<file path="src/sv/tdct_pkg.sv">
// Shared types and constants for the tick deadline callback table.
// No dependencies; imported by every module of the block except tdct_ram.
package tdct_pkg;

    localparam int SLOTS  = 32;
    localparam int SLOT_W = (SLOTS > 1) ? $clog2(SLOTS) : 1;
    localparam int CNT_W  = $clog2(SLOTS + 1);

    localparam int TPS_W = 14;
    localparam logic [TPS_W-1:0] TPS_RESET = 14'd1024;

    // x / 1000 for any 32-bit x as (x * RECIP_MUL) >> RECIP_SHIFT (exact)
    localparam int MS_PER_SECOND = 1000;
    localparam int RECIP_SHIFT   = 38;
    localparam logic [31:0] RECIP_MUL =
        32'(((64'd1 << RECIP_SHIFT) + 64'(MS_PER_SECOND) - 64'd1) / 64'(MS_PER_SECOND));

    localparam logic OP_TICK     = 1'b0;
    localparam logic OP_REGISTER = 1'b1;

    typedef enum logic [1:0] {
        KIND_REGISTERED = 2'd0,
        KIND_REJECTED   = 2'd1,
        KIND_FIRED      = 2'd2,
        KIND_TICK_DONE  = 2'd3
    } kind_t;

    typedef struct packed {
        logic        opcode;
        logic [7:0]  handler_id;
        logic [31:0] arg_value;
        logic [31:0] wait_ms;
    } in_beat_t;

    typedef struct packed {
        kind_t       kind;
        logic [7:0]  fired_handler;
        logic [31:0] fired_arg;
        logic [31:0] time_value;
        logic        last;
    } out_beat_t;

    typedef struct packed {
        logic [31:0] deadline;
        logic [7:0]  handler;
        logic [31:0] arg;
    } slot_t;

    // controller -> datapath
    typedef struct packed {
        logic cap_in;     // capture input beat
        logic tick_start; // bump count, clear scan index
        logic mul1;       // wait_ms * ticks_per_second
        logic mul2;       // reciprocal multiply
        logic emit_reg;   // store slot, emit registered
        logic emit_rej;   // emit rejected
        logic rd_slot;    // read slot at scan index
        logic idx_inc;    // advance scan index
        logic emit_fire;  // emit fired, read last slot, shrink table
        logic move_wr;    // write moved slot at scan index
        logic emit_done;  // emit tick done
    } tdct_cmd_t;

    // datapath -> controller
    typedef struct packed {
        logic full;
        logic idx_lt_used;
        logic hit;
        logic out_free;
    } tdct_stat_t;

endpackage

</file>
<file path="src/sv/tdct_ram.sv">
// Generic single-write, single-read RAM with registered read data.
// No dependencies.
module tdct_ram #(
    parameter int WIDTH = 8,
    parameter int DEPTH = 16
) (
    input  logic                                       clk,
    input  logic                                       we,
    input  logic [((DEPTH > 1) ? $clog2(DEPTH) : 1)-1:0] waddr,
    input  logic [WIDTH-1:0]                           wdata,
    input  logic                                       re,
    input  logic [((DEPTH > 1) ? $clog2(DEPTH) : 1)-1:0] raddr,
    output logic [WIDTH-1:0]                           rdata
);

    logic [WIDTH-1:0] mem_reg [DEPTH];
    logic [WIDTH-1:0] rdata_reg;

    always_ff @(posedge clk)
    begin
        if (we)
        begin
            mem_reg[waddr] <= wdata;
        end
        if (re)
        begin
            rdata_reg <= mem_reg[raddr];
        end
    end

    assign rdata = rdata_reg;

endmodule

</file>
<file path="src/sv/tdct_dp.sv">
// Datapath: tick counter, table fill, deadline arithmetic, slot RAM, output register.
// Depends on tdct_pkg and tdct_ram; steered by tdct_ctrl.
module tdct_dp (
    input  logic                 clk,
    input  logic                 rst_n,
    input  tdct_pkg::in_beat_t   in_data,
    input  logic                 cfg_we,
    input  logic [tdct_pkg::TPS_W-1:0] cfg_wdata,
    output logic                 out_valid,
    input  logic                 out_ready,
    output tdct_pkg::out_beat_t  out_data,
    input  tdct_pkg::tdct_cmd_t  cmd,
    output tdct_pkg::tdct_stat_t stat
);
    import tdct_pkg::*;

    logic [TPS_W-1:0] tps_reg;
    logic [31:0]      count_reg;
    logic [CNT_W-1:0] used_reg;
    logic [CNT_W-1:0] idx_reg;
    in_beat_t         in_reg;
    logic [31:0]      prod_reg;
    logic [63:0]      recip_reg;
    logic             out_valid_reg;
    out_beat_t        out_reg;

    logic [45:0]      prod_full;
    logic [31:0]      deadline;
    logic [CNT_W-1:0] used_dec;
    logic             out_load;

    logic              ram_we;
    logic [SLOT_W-1:0] ram_waddr;
    slot_t             ram_wdata;
    logic              ram_re;
    logic [SLOT_W-1:0] ram_raddr;
    slot_t             ram_rdata;

    assign prod_full = 46'(in_reg.wait_ms) * 46'(tps_reg);
    assign deadline  = count_reg + 32'(recip_reg[63:RECIP_SHIFT]);
    assign used_dec  = used_reg - CNT_W'(1);
    assign out_load  = cmd.emit_reg | cmd.emit_rej | cmd.emit_fire | cmd.emit_done;

    assign stat.full        = (used_reg == CNT_W'(SLOTS));
    assign stat.idx_lt_used = (idx_reg < used_reg);
    assign stat.hit         = (ram_rdata.deadline < count_reg);
    assign stat.out_free    = !out_valid_reg || out_ready;

    // one write port: new alarm at the fill point, or moved entry at the scan index
    always_comb
    begin
        ram_we    = cmd.emit_reg | cmd.move_wr;
        ram_waddr = cmd.move_wr ? idx_reg[SLOT_W-1:0] : used_reg[SLOT_W-1:0];
        ram_wdata = cmd.move_wr ? ram_rdata
                                : slot_t'{deadline: deadline, handler: in_reg.handler_id,
                                          arg: in_reg.arg_value};
        ram_re    = cmd.rd_slot | cmd.emit_fire;
        ram_raddr = cmd.emit_fire ? used_dec[SLOT_W-1:0] : idx_reg[SLOT_W-1:0];
    end

    tdct_ram #(
        .WIDTH ($bits(slot_t)),
        .DEPTH (SLOTS)
    ) u_slots (
        .clk   (clk),
        .we    (ram_we),
        .waddr (ram_waddr),
        .wdata (ram_wdata),
        .re    (ram_re),
        .raddr (ram_raddr),
        .rdata (ram_rdata)
    );

    always_ff @(posedge clk or negedge rst_n)
    begin
        if (!rst_n)
        begin
            tps_reg       <= TPS_RESET;
            count_reg     <= '0;
            used_reg      <= '0;
            idx_reg       <= '0;
            out_valid_reg <= 1'b0;
        end
        else
        begin
            if (cfg_we)
            begin
                tps_reg <= cfg_wdata;
            end
            if (cmd.tick_start)
            begin
                count_reg <= count_reg + 32'd1;
                idx_reg   <= '0;
            end
            if (cmd.idx_inc)
            begin
                idx_reg <= idx_reg + CNT_W'(1);
            end
            if (cmd.emit_reg)
            begin
                used_reg <= used_reg + CNT_W'(1);
            end
            if (cmd.emit_fire)
            begin
                used_reg <= used_dec;
            end
            if (out_load)
            begin
                out_valid_reg <= 1'b1;
            end
            else if (out_ready)
            begin
                out_valid_reg <= 1'b0;
            end
        end
    end

    // payload registers, no reset
    always_ff @(posedge clk)
    begin
        if (cmd.cap_in)
        begin
            in_reg <= in_data;
        end
        if (cmd.mul1)
        begin
            prod_reg <= prod_full[31:0];
        end
        if (cmd.mul2)
        begin
            recip_reg <= 64'(prod_reg) * 64'(RECIP_MUL);
        end
        if (out_load)
        begin
            out_reg <= '0;
            if (cmd.emit_reg)
            begin
                out_reg.kind          <= KIND_REGISTERED;
                out_reg.fired_handler <= in_reg.handler_id;
                out_reg.time_value    <= deadline;
                out_reg.last          <= 1'b1;
            end
            else if (cmd.emit_rej)
            begin
                out_reg.kind          <= KIND_REJECTED;
                out_reg.fired_handler <= in_reg.handler_id;
                out_reg.last          <= 1'b1;
            end
            else if (cmd.emit_fire)
            begin
                out_reg.kind          <= KIND_FIRED;
                out_reg.fired_handler <= ram_rdata.handler;
                out_reg.fired_arg     <= ram_rdata.arg;
            end
            else
            begin
                out_reg.kind       <= KIND_TICK_DONE;
                out_reg.time_value <= count_reg;
                out_reg.last       <= 1'b1;
            end
        end
    end

    assign out_valid = out_valid_reg;
    assign out_data  = out_reg;

`ifndef SYNTH
    a_load_free: assert property (@(posedge clk) disable iff (!rst_n)
        out_load |-> (!out_valid_reg || out_ready))
        else $error("output beat overwritten before taken");
    a_fire_nonempty: assert property (@(posedge clk) disable iff (!rst_n)
        cmd.emit_fire |-> (used_reg != '0) && (idx_reg < used_reg))
        else $error("fire outside the used slots");
    a_reg_not_full: assert property (@(posedge clk) disable iff (!rst_n)
        cmd.emit_reg |-> (used_reg < CNT_W'(SLOTS)))
        else $error("store into a full table");
    a_idx_bound: assert property (@(posedge clk) disable iff (!rst_n)
        cmd.idx_inc |=> (idx_reg <= used_reg))
        else $error("scan index ran past the fill point");
`endif

endmodule

</file>
<file path="config.mk">
export PLATFORM = sky130hd
export DESIGN_NAME = tdct_dp
export DESIGN_NICKNAME = d
export VERILOG_FILES = /design/src/sv/tdct_pkg.sv /design/src/sv/tdct_ram.sv /design/src/sv/tdct_dp.sv
export SDC_FILE = /design/constraint.sdc
export NUM_CORES = 2
export LEC_CHECK = 0
export ABC_AREA = 1
export BUFFER_PORTS_ARGS = -buffer_cell sky130_fd_sc_hd__buf_4
export CAP_MARGIN = 30
export CORE_ASPECT_RATIO = 0.75
export CORE_UTILIZATION = 45
export DETAILED_ROUTE_END_ITERATION = 8
export PLACE_DENSITY = 0.67
export SLEW_MARGIN = 20
export SYNTH_ARGS = -nofsm -noshare
export SYNTH_HDL_FRONTEND = slang
export SYNTH_SLANG_ARGS = --single-unit
</file>
<file path="constraint.sdc">
create_clock -name clk -period 8.8 [get_ports clk]
set_input_delay 1.32 -clock clk [delete_from_list [all_inputs] [get_ports clk]]
set_output_delay 1.32 -clock clk [all_outputs]
set_load 0.1 [all_outputs]
</file>
==> reports/metrics.cfg <==
[yosys]
synth_cell_types=50
syn-cell-area_um2=132000
yosys.area.top_type_share_pct=58.5
async_flop_share_pct=2.24
syn_nets=12900
yosys.area.top_type=edfxtp_1
synthTopCellsByArea=edfxtp_1 (59%), fa_1 (8.6%), nand2_1 (5.0%)
synthFlopType=edfxtp_1
synthTopCellsByCount=edfxtp_1 (2,578), nand2_1 (1,757), nor2_1 (1,443)
synthCells=11717
yosysSeqAreaShare_pct=59.6
yosysWarnings=0
synth_most_common_cell=edfxtp_1
ys_seq_elements=2637
synth.avg_cell_area_um2=11.3
synth_edf_count=2578

[floorplan]
num_io_pins=182
die-area_um2=296000
start_util_pct=45.5
die_w_um=628
row_count=171
die_height_um=472
coreArea_um2=291000

[clocking]
tritoncts=done
htree_levels=5
root_buffer=clkbuf_16
post_cts_buffers=0
clk_pin_slew_ns=0.07
clk_path_buf_depth=4
cts_buffers=266
clock-sinks=2637
cts_hold_buffers=0
clock_latency_ns=0.85
cts_resized=0

[drt]
via_per_inst=5.75
ant_nets=0
dr.pass1.iters=6
drt_wl_total_um=375000
wire_per_inst_um=23.7
vias=91266
drcViolationCount=0
drt_iter0_drc=11773

[timing]
fin_crit_sh_pct=78.0
finalCriticalPeriod_ns=6.86
clock_skew_ns=0.0655
hold-worst-slack_ns=0.346
tns_ns=0
fmax_ghz=0.146
rsz0062_at_grt=false
tightestPinTransition_ns=1.30
maxSlewHeadroom_pct=13.0
slew_violations=0
hold_violations=0
finalSetupViolCount=0

[critical_path]
timing.rr.start=tps_reg[3]
rr_worst_depth=20
start_kind=flip-flop
cp-startpoint=tps_reg[3]
crit_arrival_ns=7.40
cp.required_ns=9.34
reg2reg_to=prod_reg[31]
rrSetupSlack_ns=1.94
cp_max_fo=22
critPathCapture=prod_reg[31]
cp-end-kind=flip-flop
path_class=flip-flop to flip-flop

[placed_design]
place.gp.congestion=0.932
dp_hpwl_um=220000
place_area_um2=138000
numPortBuffers=180

[finish]
area_delta_synth_final_pct=10.7
drive_gt1_share_pct=6.79
design_area_um2=146000
nets=12961
largest_reg_flops=2304

[grt]
grt_remaining_overflow=0
antenna_found_initial=13
grt_max_degree=278
grt_use_total_pct=24.7
first_global_vias=88213
grt_pass1_wl_um=553000

[status]
status=finished clean

[min_path]
hold_class=input port to async pin

[run]
drv_cap=0

cells by family (layout without fill, tap and decap cells):
logic type	count (synthesis)	after routing	share of synthesized area [%]
muxes	15	15	0.127
xor gates and xnor gates	76	76	0.503
adders and majority gates	1081	1081	13.5
other	0	3	0
DFF	2637	2637	59.6
AOI/OAI and AO/OA	2119	2119	8.76
and+or+nand+nor	3919	3919	11.9
buffers and inverters	1870	2119	5.59
cells in the final DEF, fill, tap and decap left out, drive strengths merged, types with 379 or more instances in the layout:
master  count
nand3     599
buf       379
ha        510
nor2     1445
nand2    1757
fa        571
inv      1289
o22ai     497
edfxtp   2578
o21ai    1331
metrics by stage:
stage	utilization, %	setup WS (ns)	cells
floorplan	-	2.97	11717
global placement	47.3	1.97	15367
detailed placement	47.4	1.93	15372
CTS	50.1	1.94	15828
global route	50.3	1.68	15860
finish	50.3	1.94	15861
critical path, stage by stage (launching register included):
cell and delay, ns:
dfrtp_1 1.00, buf_4 0.33, nand2_1 0.09, fa_1 0.55
inv_1 0.06, fa_1 0.47, fa_1 0.52, inv_1 0.06
fa_1 0.53, inv_1 0.05, fa_1 0.53, fa_1 0.48
ha_1 0.44, a21oi_1 0.29, o21ai_0 0.19, a21oi_1 0.21
o21ai_0 0.11, a21oi_1 0.31, inv_1 0.07, nand2_1 0.07
nand2_1 0.16
worst min-delay path by stage:
stage	from	to	slack (ns)
2_1_floorplan	used_reg[5]	used_reg[5]	0.44
3_3_place_gp	used_reg[5]	used_reg[5]	0.47
3_5_place_dp	used_reg[5]	used_reg[5]	0.48
4_1_cts	rst_n	out_valid	0.30
5_1_grt	rst_n	out_valid	0.33
6_report	rst_n	out_valid	0.35
per-layer routing:
| layer | track usage, % | share of wire (%) |
|---|---|---|
| met5 | 0 | 0.0043 |
| met4 | 7.24 | 3.0 |
| met3 | 4.62 | 11 |
| met2 | 36.1 | 43 |
| met1 | 37.4 | 44 |
final cells by class:
class                      instances  area (um2)
tap                             3892        4870
fill                           25053      145000
sequential                      2637       78900
inverter                        1283        4860
clock buffer                     326        7080
timing repair buffer             380        3370
clock inverter                   130         990
antenna                            3        7.51
multi-input combinational       7210       46400
Power is left out: the tool's default activity adds up to more than one toggle a clock period on the data nets, which glitch-free logic cannot reach.
