==> src/sv/tdct_pkg.sv <==
// Shared types and constants for the tick deadline callback table.
// No dependencies; imported by every module of the block except tdct_ram.
package tdct_pkg;

    localparam int SLOTS  = 32;
    localparam int SLOT_W = (SLOTS > 1) ? $clog2(SLOTS) : 1;
    localparam int CNT_W  = $clog2(SLOTS + 1);

    localparam int TPS_W = 14;
    localparam logic [TPS_W-1:0] TPS_RESET = 14'd1024;

    // x / 1000 for any 32-bit x as (x * RECIP_MUL) >> RECIP_SHIFT (exact)
    localparam int MS_PER_SECOND = 1000;
    localparam int RECIP_SHIFT   = 38;
    localparam logic [31:0] RECIP_MUL =
        32'(((64'd1 << RECIP_SHIFT) + 64'(MS_PER_SECOND) - 64'd1) / 64'(MS_PER_SECOND));

    localparam logic OP_TICK     = 1'b0;
    localparam logic OP_REGISTER = 1'b1;

    typedef enum logic [1:0] {
        KIND_REGISTERED = 2'd0,
        KIND_REJECTED   = 2'd1,
        KIND_FIRED      = 2'd2,
        KIND_TICK_DONE  = 2'd3
    } kind_t;

    typedef struct packed {
        logic        opcode;
        logic [7:0]  handler_id;
        logic [31:0] arg_value;
        logic [31:0] wait_ms;
    } in_beat_t;

    typedef struct packed {
        kind_t       kind;
        logic [7:0]  fired_handler;
        logic [31:0] fired_arg;
        logic [31:0] time_value;
        logic        last;
    } out_beat_t;

    typedef struct packed {
        logic [31:0] deadline;
        logic [7:0]  handler;
        logic [31:0] arg;
    } slot_t;

    // controller -> datapath
    typedef struct packed {
        logic cap_in;     // capture input beat
        logic tick_start; // bump count, clear scan index
        logic mul1;       // wait_ms * ticks_per_second
        logic mul2;       // reciprocal multiply
        logic emit_reg;   // store slot, emit registered
        logic emit_rej;   // emit rejected
        logic rd_slot;    // read slot at scan index
        logic idx_inc;    // advance scan index
        logic emit_fire;  // emit fired, read last slot, shrink table
        logic move_wr;    // write moved slot at scan index
        logic emit_done;  // emit tick done
    } tdct_cmd_t;

    // datapath -> controller
    typedef struct packed {
        logic full;
        logic idx_lt_used;
        logic hit;
        logic out_free;
    } tdct_stat_t;

endpackage

==> src/sv/tdct_ctrl.sv <==
// Sequencer for the alarm table: register path and tick scan.
// Depends on tdct_pkg; drives tdct_dp through tdct_cmd_t.
module tdct_ctrl (
    input  logic                clk,
    input  logic                rst_n,
    input  logic                in_valid,
    input  logic                in_opcode,
    output logic                in_ready,
    input  tdct_pkg::tdct_stat_t stat,
    output tdct_pkg::tdct_cmd_t  cmd
);
    import tdct_pkg::*;

    typedef enum logic [3:0] {
        S_IDLE,
        S_MUL1,
        S_MUL2,
        S_ADD,
        S_REJECT,
        S_SCAN_RD,
        S_SCAN_CMP,
        S_MOVE,
        S_DONE
    } state_t;

    state_t state_reg, state_next;

    assign in_ready = (state_reg == S_IDLE);

    always_comb
    begin
        state_next = state_reg;
        cmd        = '0;
        case (state_reg)
            S_IDLE:
            begin
                if (in_valid)
                begin
                    cmd.cap_in = 1'b1;
                    if (in_opcode == OP_TICK)
                    begin
                        cmd.tick_start = 1'b1;
                        state_next     = S_SCAN_RD;
                    end
                    else if (stat.full)
                    begin
                        state_next = S_REJECT;
                    end
                    else
                    begin
                        state_next = S_MUL1;
                    end
                end
            end
            S_MUL1:
            begin
                cmd.mul1   = 1'b1;
                state_next = S_MUL2;
            end
            S_MUL2:
            begin
                cmd.mul2   = 1'b1;
                state_next = S_ADD;
            end
            S_ADD:
            begin
                if (stat.out_free)
                begin
                    cmd.emit_reg = 1'b1;
                    state_next   = S_IDLE;
                end
            end
            S_REJECT:
            begin
                if (stat.out_free)
                begin
                    cmd.emit_rej = 1'b1;
                    state_next   = S_IDLE;
                end
            end
            S_SCAN_RD:
            begin
                if (stat.idx_lt_used)
                begin
                    cmd.rd_slot = 1'b1;
                    state_next  = S_SCAN_CMP;
                end
                else
                begin
                    state_next = S_DONE;
                end
            end
            S_SCAN_CMP:
            begin
                if (!stat.hit)
                begin
                    cmd.idx_inc = 1'b1;
                    state_next  = S_SCAN_RD;
                end
                else if (stat.out_free)
                begin
                    cmd.emit_fire = 1'b1;
                    state_next    = S_MOVE;
                end
            end
            S_MOVE:
            begin
                // moved entry sits in the read register: recheck it in place
                cmd.move_wr = 1'b1;
                state_next  = stat.idx_lt_used ? S_SCAN_CMP : S_DONE;
            end
            S_DONE:
            begin
                if (stat.out_free)
                begin
                    cmd.emit_done = 1'b1;
                    state_next    = S_IDLE;
                end
            end
            default:
            begin
                state_next = S_IDLE;
            end
        endcase
    end

    always_ff @(posedge clk or negedge rst_n)
    begin
        if (!rst_n)
        begin
            state_reg <= S_IDLE;
        end
        else
        begin
            state_reg <= state_next;
        end
    end

endmodule

==> config.mk <==
export PLATFORM = sky130hd
export DESIGN_NAME = tdct_ctrl
export DESIGN_NICKNAME = d
export VERILOG_FILES = /design/src/sv/tdct_pkg.sv /design/src/sv/tdct_ctrl.sv
export SDC_FILE = /design/constraint.sdc
export NUM_CORES = 1
export LEC_CHECK = 0
export BUFFER_PORTS_ARGS = -buffer_cell sky130_fd_sc_hd__buf_4
export CORE_AREA = 3 3 40 42
export CTS_CLUSTER_SIZE = 8
export DETAILED_ROUTE_END_ITERATION = 7
export DIE_AREA = 0 0 43 45
export PLACE_DENSITY = 0.68
export SETUP_SLACK_MARGIN = 0.5
export SYNTH_ARGS = -nofsm -noshare
export SYNTH_HDL_FRONTEND = slang
export SYNTH_SLANG_ARGS = --single-unit
==> constraint.sdc <==
create_clock -name clk -period 1.99 [get_ports clk]
set_input_delay 0.199 -clock clk [delete_from_list [all_inputs] [get_ports clk]]
set_output_delay 0.199 -clock clk [all_outputs]
set_load 0.01 [all_outputs]
==> flow_metrics.py, run 1 <==
metrics = {
    "routing": {
        "finalWirelength_um": 1670,
        "drt_first_iter_violations": 7,
        "vias": 533,
        "drt-wirelength-per-cell_um": 16.0,
        "firstDrtPassIters": 3,
        "ant_nets": 0,
        "via_per_inst": 5.13,
        "drc": 0,
    },
    "finish": {
        "n_fill_cell": 96,
        "final_core_util_pct": 71.2,
        "design_area_um2": 915,
        "antennaDiodeCount": 0,
        "largest_reg_flops": 4,
        "syn_to_final_growth_pct": 133,
        "fin_nets": 99,
        "drive_gt1_share_pct": 74.2,
    },
    "synth": {
        "synthCells": 50,
        "synth_commonest_cells": "nor2_1, nand2_1, dfrtp_1",
        "yosysMostFrequentCell": "nor2_1",
        "synth-async-reset-ratio_pct": 100,
        "synth_nets": 58,
        "ys.flop_type": "dfrtp_1",
        "synthTopCellsByArea": "dfrtp_1, nor2_1, nand2_1, o311ai_2, a21oi_1",
        "yosysTopAreaCellShare_pct": 25.5,
        "yosys_warnings": 0,
        "ys_seq_area_share_pct": 25.5,
        "synth_cell_type_count": 27,
        "syn_area_per_cell_um2": 7.86,
        "synth_seq_cells": 4,
        "synth_top_cell_by_area": "dfrtp_1",
        "synth-edff-count": 0,
        "netlist_area_um2": 393,
    },
    "power_and_ir_drop": {
        "switchingPower_mw": 0.597,
        "power_mw": 1.38,
        "p_sw_share_pct": 43.1,
        "clkPwrFrac_pct": 7.3,
        "p_int_mw": 0.788,
        "ir_worst_vdd_mv": 0.942,
        "p_seq_share_pct": 11.3,
        "pwr_density_cell_nw_per_um2": 1510,
        "leakage_nw": 0.417,
        "p_comb_share_pct": 81.4,
    },
    "place": {
        "place_congestion": 0.819,
        "hpwlAfterDp_um": 768,
        "portBuffers": 19,
        "place_area_um2": 558,
    },
    "global_route": {
        "grt_pass1_vias": 531,
        "grt_pass1_wl_um": 2290,
        "grt_antenna_before_repair": 0,
        "grt_overflow": 0,
        "grt_max_degree": 12,
        "grt_usage_pct": 15.4,
    },
    "clock_network": {
        "h-tree-depth": 1,
        "clk-insertion-delay-late_ns": 0.24,
        "root_buffer": "clkbuf_4",
        "cts_tree": "yes",
        "clkTransAtPathRegs_ns": 0.04,
        "clk_path_buf_depth": 2,
        "numCtsBuffers": 3,
        "clock-sinks": 4,
    },
    "timing": {
        "max_freq_ghz": 0.549,
        "tightest_slew_ns": 0.254,
        "finalCritPeriodShare_pct": 91.6,
        "skew_ns": 0.00452,
        "rsz0062_at_grt": "yes",
        "min_period_ns": 1.82,
        "hold_viol_final": 0,
        "setup_violations": 0,
        "finalMaxSlewViolations": 0,
        "timing.slew.headroom_pct": 83.0,
        "tns_ns": 0,
    },
    "status": {
        "status": "finished, final reports clean",
    },
    "critical_path": {
        "end_kind": "output port",
        "crit_type": "flip-flop to output port",
        "path_max_fanout": 2,
        "cp.required_ns": 1.79,
        "critPathLaunchType": "flip-flop",
        "arrival_ns": 1.62,
    },
    "floorplanning": {
        "core_um2": 1280,
        "rows": 13,
        "floorplan.io_pins": 20,
        "die_w_um": 43,
        "initial_core_util_pct": 30.6,
        "die_h_um": 45,
        "dieArea_um2": 1940,
    },
    "flow_run": {
        "maxCapViolations": 0,
    },
    "worst_hold_path": {
        "min_path_type": "input port to async pin",
    },
}
[final timing paths]
check                              from      endpoint  slack, ns  cells after the start
hold / removal                    rst_n  state_reg[1]       0.29                      2
hold reg to reg            state_reg[0]  state_reg[3]       0.61                      1
setup reg to reg           state_reg[1]  state_reg[0]       0.32                      5
max in group asynchronous         rst_n  state_reg[0]       1.58                      2
min in group clk                stat[3]  state_reg[0]       0.37                      5
setup / recovery           state_reg[3]        cmd[9]       0.17                      5
[kinds of logic (layout without fill, tap and decap cells)]
logic type	count (synthesis)	in the layout	synth area share [%]
muxes	1	1	2.55
AOI/OAI and AO/OA	9	9	18.8
buffers and inverters	8	47	10.5
DFF	4	4	25.5
and+or+nand+nor	28	28	42.7
[layout make-up]
| type | count | area [µm²] | share of cell area (%) |
|---|---|---|---|
| Timing Repair Buffer | 40 | 359 | 39.3 |
| Clock buffer | 3 | 22.5 | 2.46 |
| Tap cell | 15 | 18.8 | 2.05 |
| Multi-Input combinational cell | 38 | 390 | 42.7 |
| Sequential cell | 4 | 104 | 11.4 |
| Inverter | 4 | 20.0 | 2.19 |
[critical path, cell delays in order, from the launching register on]
cell and delay, ns:
dfrtp_2 0.40, or4_4 0.57, inv_4 0.07, and2_4 0.13, nor2b_4 0.13, buf_6 0.10
[power groups by stage]
stage	Clock [mW]	Sequential, mW	Combinational (mW)
finish	0.102	0.157	1.13
floorplan	0	0.134	0.451
global placement	0	0.207	0.508
global route	0.113	0.160	1.19
CTS	0.103	0.172	0.804
detailed placement	0	0.202	0.511
[through the flow]
step / instances / hold WS, ns / setup WS [ns]
after floorplan: 50 / -0.0966 / 0.384
after detailed placement: 81 / -0.00413 / 0.317
final: 104 / 0.294 / 0.168
after CTS: 99 / 0.290 / 0.182
after global routing: 104 / 0.309 / 0.117
after global placement: 81 / -0.00467 / 0.317
[repair_timing]
action / CTS / global route
hold buffers: 1 / 0
endpoints found under the setup margin: 15 / 16
pin swaps: 7 / 6
hold endpoints to repair: 4 / 0
resized for setup: 18 / 22
setup buffers: 14 / 5
[cells in the final DEF (no fill, tap or decap), types with 2 or more instances in the layout]
cell type	n
a21oi_1	3
and2_4	2
buf_4	26
buf_6	11
buf_8	2
clkbuf_4	3
dfrtp_2	3
inv_1	2
inv_4	2
nand2_1	4
nor2_1	5
nor2_4	2
nor3_4	2
nor4_4	2
[per-layer routing]
metal | routed length (µm) | part of all wire, % | global-route usage, %
met3 | 83 | 5.0 | 2.79
met5 | 0 | 0 | 0
met1 | 677 | 41 | 18.7
met2 | 889 | 53 | 28.1
met4 | 14 | 0.84 | 3.61
Note: power is estimated with default switching activity, not from simulation.
==> run 2: changes to the inputs <==
Settings changed: PLACE_DENSITY 0.68 to 0.7, SETUP_SLACK_MARGIN 0.5 to 0.05.
Clock period 1.99 ns to 1.51 ns, I/O delays scaled along.
==> run 2 against run 1 <==
  * The run now ends with setup timing left
  * Cell count fell by 3.8%
  * Clock power is 30% higher
  * Flip-flop and latch count unchanged
  * Largest cell class unchanged
  * Largest power group unchanged
==> flow_metrics.py, run 2 (same netlist as run 1, synthesis figures left out) <==
metrics = {
    "critical_path": {
        "crit_type": "flip-flop to output port",
        "path_max_fanout": 3,
        "critPathLaunchType": "flip-flop",
        "crit-reg2reg-launch": "state_reg[2]",
        "arrival_ns": 1.60,
        "cp.required_ns": 1.36,
        "crit_family": "simple AND/OR/NAND/NOR gates",
        "critPathSlowestCell": "or4_4",
        "cpPeakStageDelay_ns": 0.57,
        "path_depth": 5,
        "worstPathCellList": "or4_4, inv_4, and2_4, nor2b_4, buf_6",
        "cp_num_buf_inv": 2,
        "reg2reg_depth": 5,
        "end_kind": "output port",
        "reg2reg_slack_ns": -0.20,
        "r2r-end": "state_reg[0]",
    },
    "finish": {
        "largest_reg_flops": 4,
        "syn_to_final_growth_pct": 113,
        "drive_gt1_share_pct": 70.6,
        "n_fill_cell": 114,
        "final_cell_mix": "buf_4, buf_6, nor2_1, nand2_1, dfrtp_1",
        "fin_nets": 95,
        "antennaDiodeCount": 0,
        "layout_commonest_cell": "buf_4",
        "final_cells": 100,
    },
    "clock_network": {
        "h-tree-depth": 1,
        "numCtsBuffers": 3,
        "clock-sinks": 4,
        "clk-insertion-delay-late_ns": 0.24,
        "root_buffer": "clkbuf_4",
        "clk_path_buf_depth": 2,
        "cts_tree": "yes",
        "clkTransAtPathRegs_ns": 0.04,
    },
    "power_and_ir_drop": {
        "pwr_density_cell_nw_per_um2": 1980,
        "leakage_nw": 0.381,
        "power_mw": 1.66,
        "ir_worst_vdd_mv": 0.934,
    },
    "global_route": {
        "grt_pass1_wl_um": 2300,
        "grt_max_degree": 10,
        "grt_antenna_before_repair": 0,
        "grt_usage_pct": 16.0,
        "grt_overflow": 0,
        "grt_pass1_vias": 544,
    },
    "routing": {
        "via_per_inst": 5.05,
        "drt_first_iter_violations": 14,
        "drc": 0,
        "firstDrtPassIters": 4,
        "drt-wirelength-per-cell_um": 13.7,
        "ant_nets": 0,
        "vias": 505,
        "finalWirelength_um": 1370,
    },
    "place": {
        "portBuffers": 19,
        "place_congestion": 0.827,
        "hpwlAfterDp_um": 963,
        "post-place-cells": 91,
        "post-place-ws_ns": -0.0907,
    },
    "status": {
        "status": "finished with violations",
        "violations": "setup timing",
    },
    "floorplanning": {
        "die_h_um": 45,
        "core_um2": 1280,
        "floorplan.io_pins": 20,
        "initial_core_util_pct": 30.6,
        "rows": 13,
        "dieArea_um2": 1940,
        "die_w_um": 43,
    },
    "flow_run": {
        "maxCapViolations": 0,
    },
    "timing": {
        "skew_ns": 0.000830,
        "max_freq_ghz": 0.571,
        "tightest_slew_ns": 0.241,
        "finalCritPeriodShare_pct": 116,
        "fin_ws_ns": -0.242,
        "min_period_ns": 1.75,
        "finalMaxSlewViolations": 0,
        "setup_violations": 13,
        "rsz0062_at_grt": "yes",
        "hold_viol_final": 0,
        "timing.slew.headroom_pct": 83.9,
    },
    "worst_hold_path": {
        "min_path_type": "input port to async pin",
    },
}
-- run 2: how the worst max path moves through the flow --
stage	start	endpoint	slack (ns)
floorplan	state_reg[3]	cmd[9]	-0.05
global placement	state_reg[0]	state_reg[0]	-0.02
detailed placement	state_reg[0]	state_reg[0]	-0.09
CTS	state_reg[2]	cmd[9]	-0.26
global route	state_reg[2]	cmd[9]	-0.31
finish	state_reg[2]	cmd[9]	-0.24
-- run 2: stage by stage --
stage / area (µm²) / setup TNS (ns) / utilization, % / hold WS [ns]
final: 838 / -1.75 / 65.2 / 0.249
after global routing: 838 / -2.64 / 65.2 / 0.243
after CTS: 774 / -1.50 / 60.3 / 0.245
after detailed placement: 633 / -0.116 / 49.3 / -0.0506
after global placement: 633 / -0.0206 / 49.3 / -0.0506
after floorplan: 424 / -0.0483 / - / -0.145
-- run 2: final cells by class --
cell class | count | area [µm²] | area share (%)
Timing Repair Buffer | 36 | 307 | 36.6
Clock buffer | 3 | 22.5 | 2.69
Multi-Input combinational cell | 38 | 368 | 43.9
Inverter | 4 | 22.5 | 2.69
Tap cell | 15 | 18.8 | 2.24
Sequential cell | 4 | 100 | 11.9
-- run 2: timing repair --
item	in CTS	in global routing
pin swaps	6	0
resized for setup	19	10
hold buffers	1	0
endpoints found under the hold margin	4	0
gates cloned	0	0
setup buffers	3	2
setup endpoints to repair	15	16
-- run 2: report_power, final --
group / switching [mW] / leakage, nW / internal [mW]
combinational: 0.632 / 0.317 / 0.702
clock: 0.0439 / 0.0138 / 0.0889
sequential: 0.0328 / 0.0502 / 0.156
-- run 2: metal layers --
layer | share of wire (%) | track usage (%) | vias to the layer above
li1 | - | - | 252
met1 | 41 | 18.0 | 230
met2 | 51 | 26.9 | 17
met3 | 4.2 | 3.98 | 6
met4 | 4.1 | 10.8 | 0
met5 | 0 | 0 | -
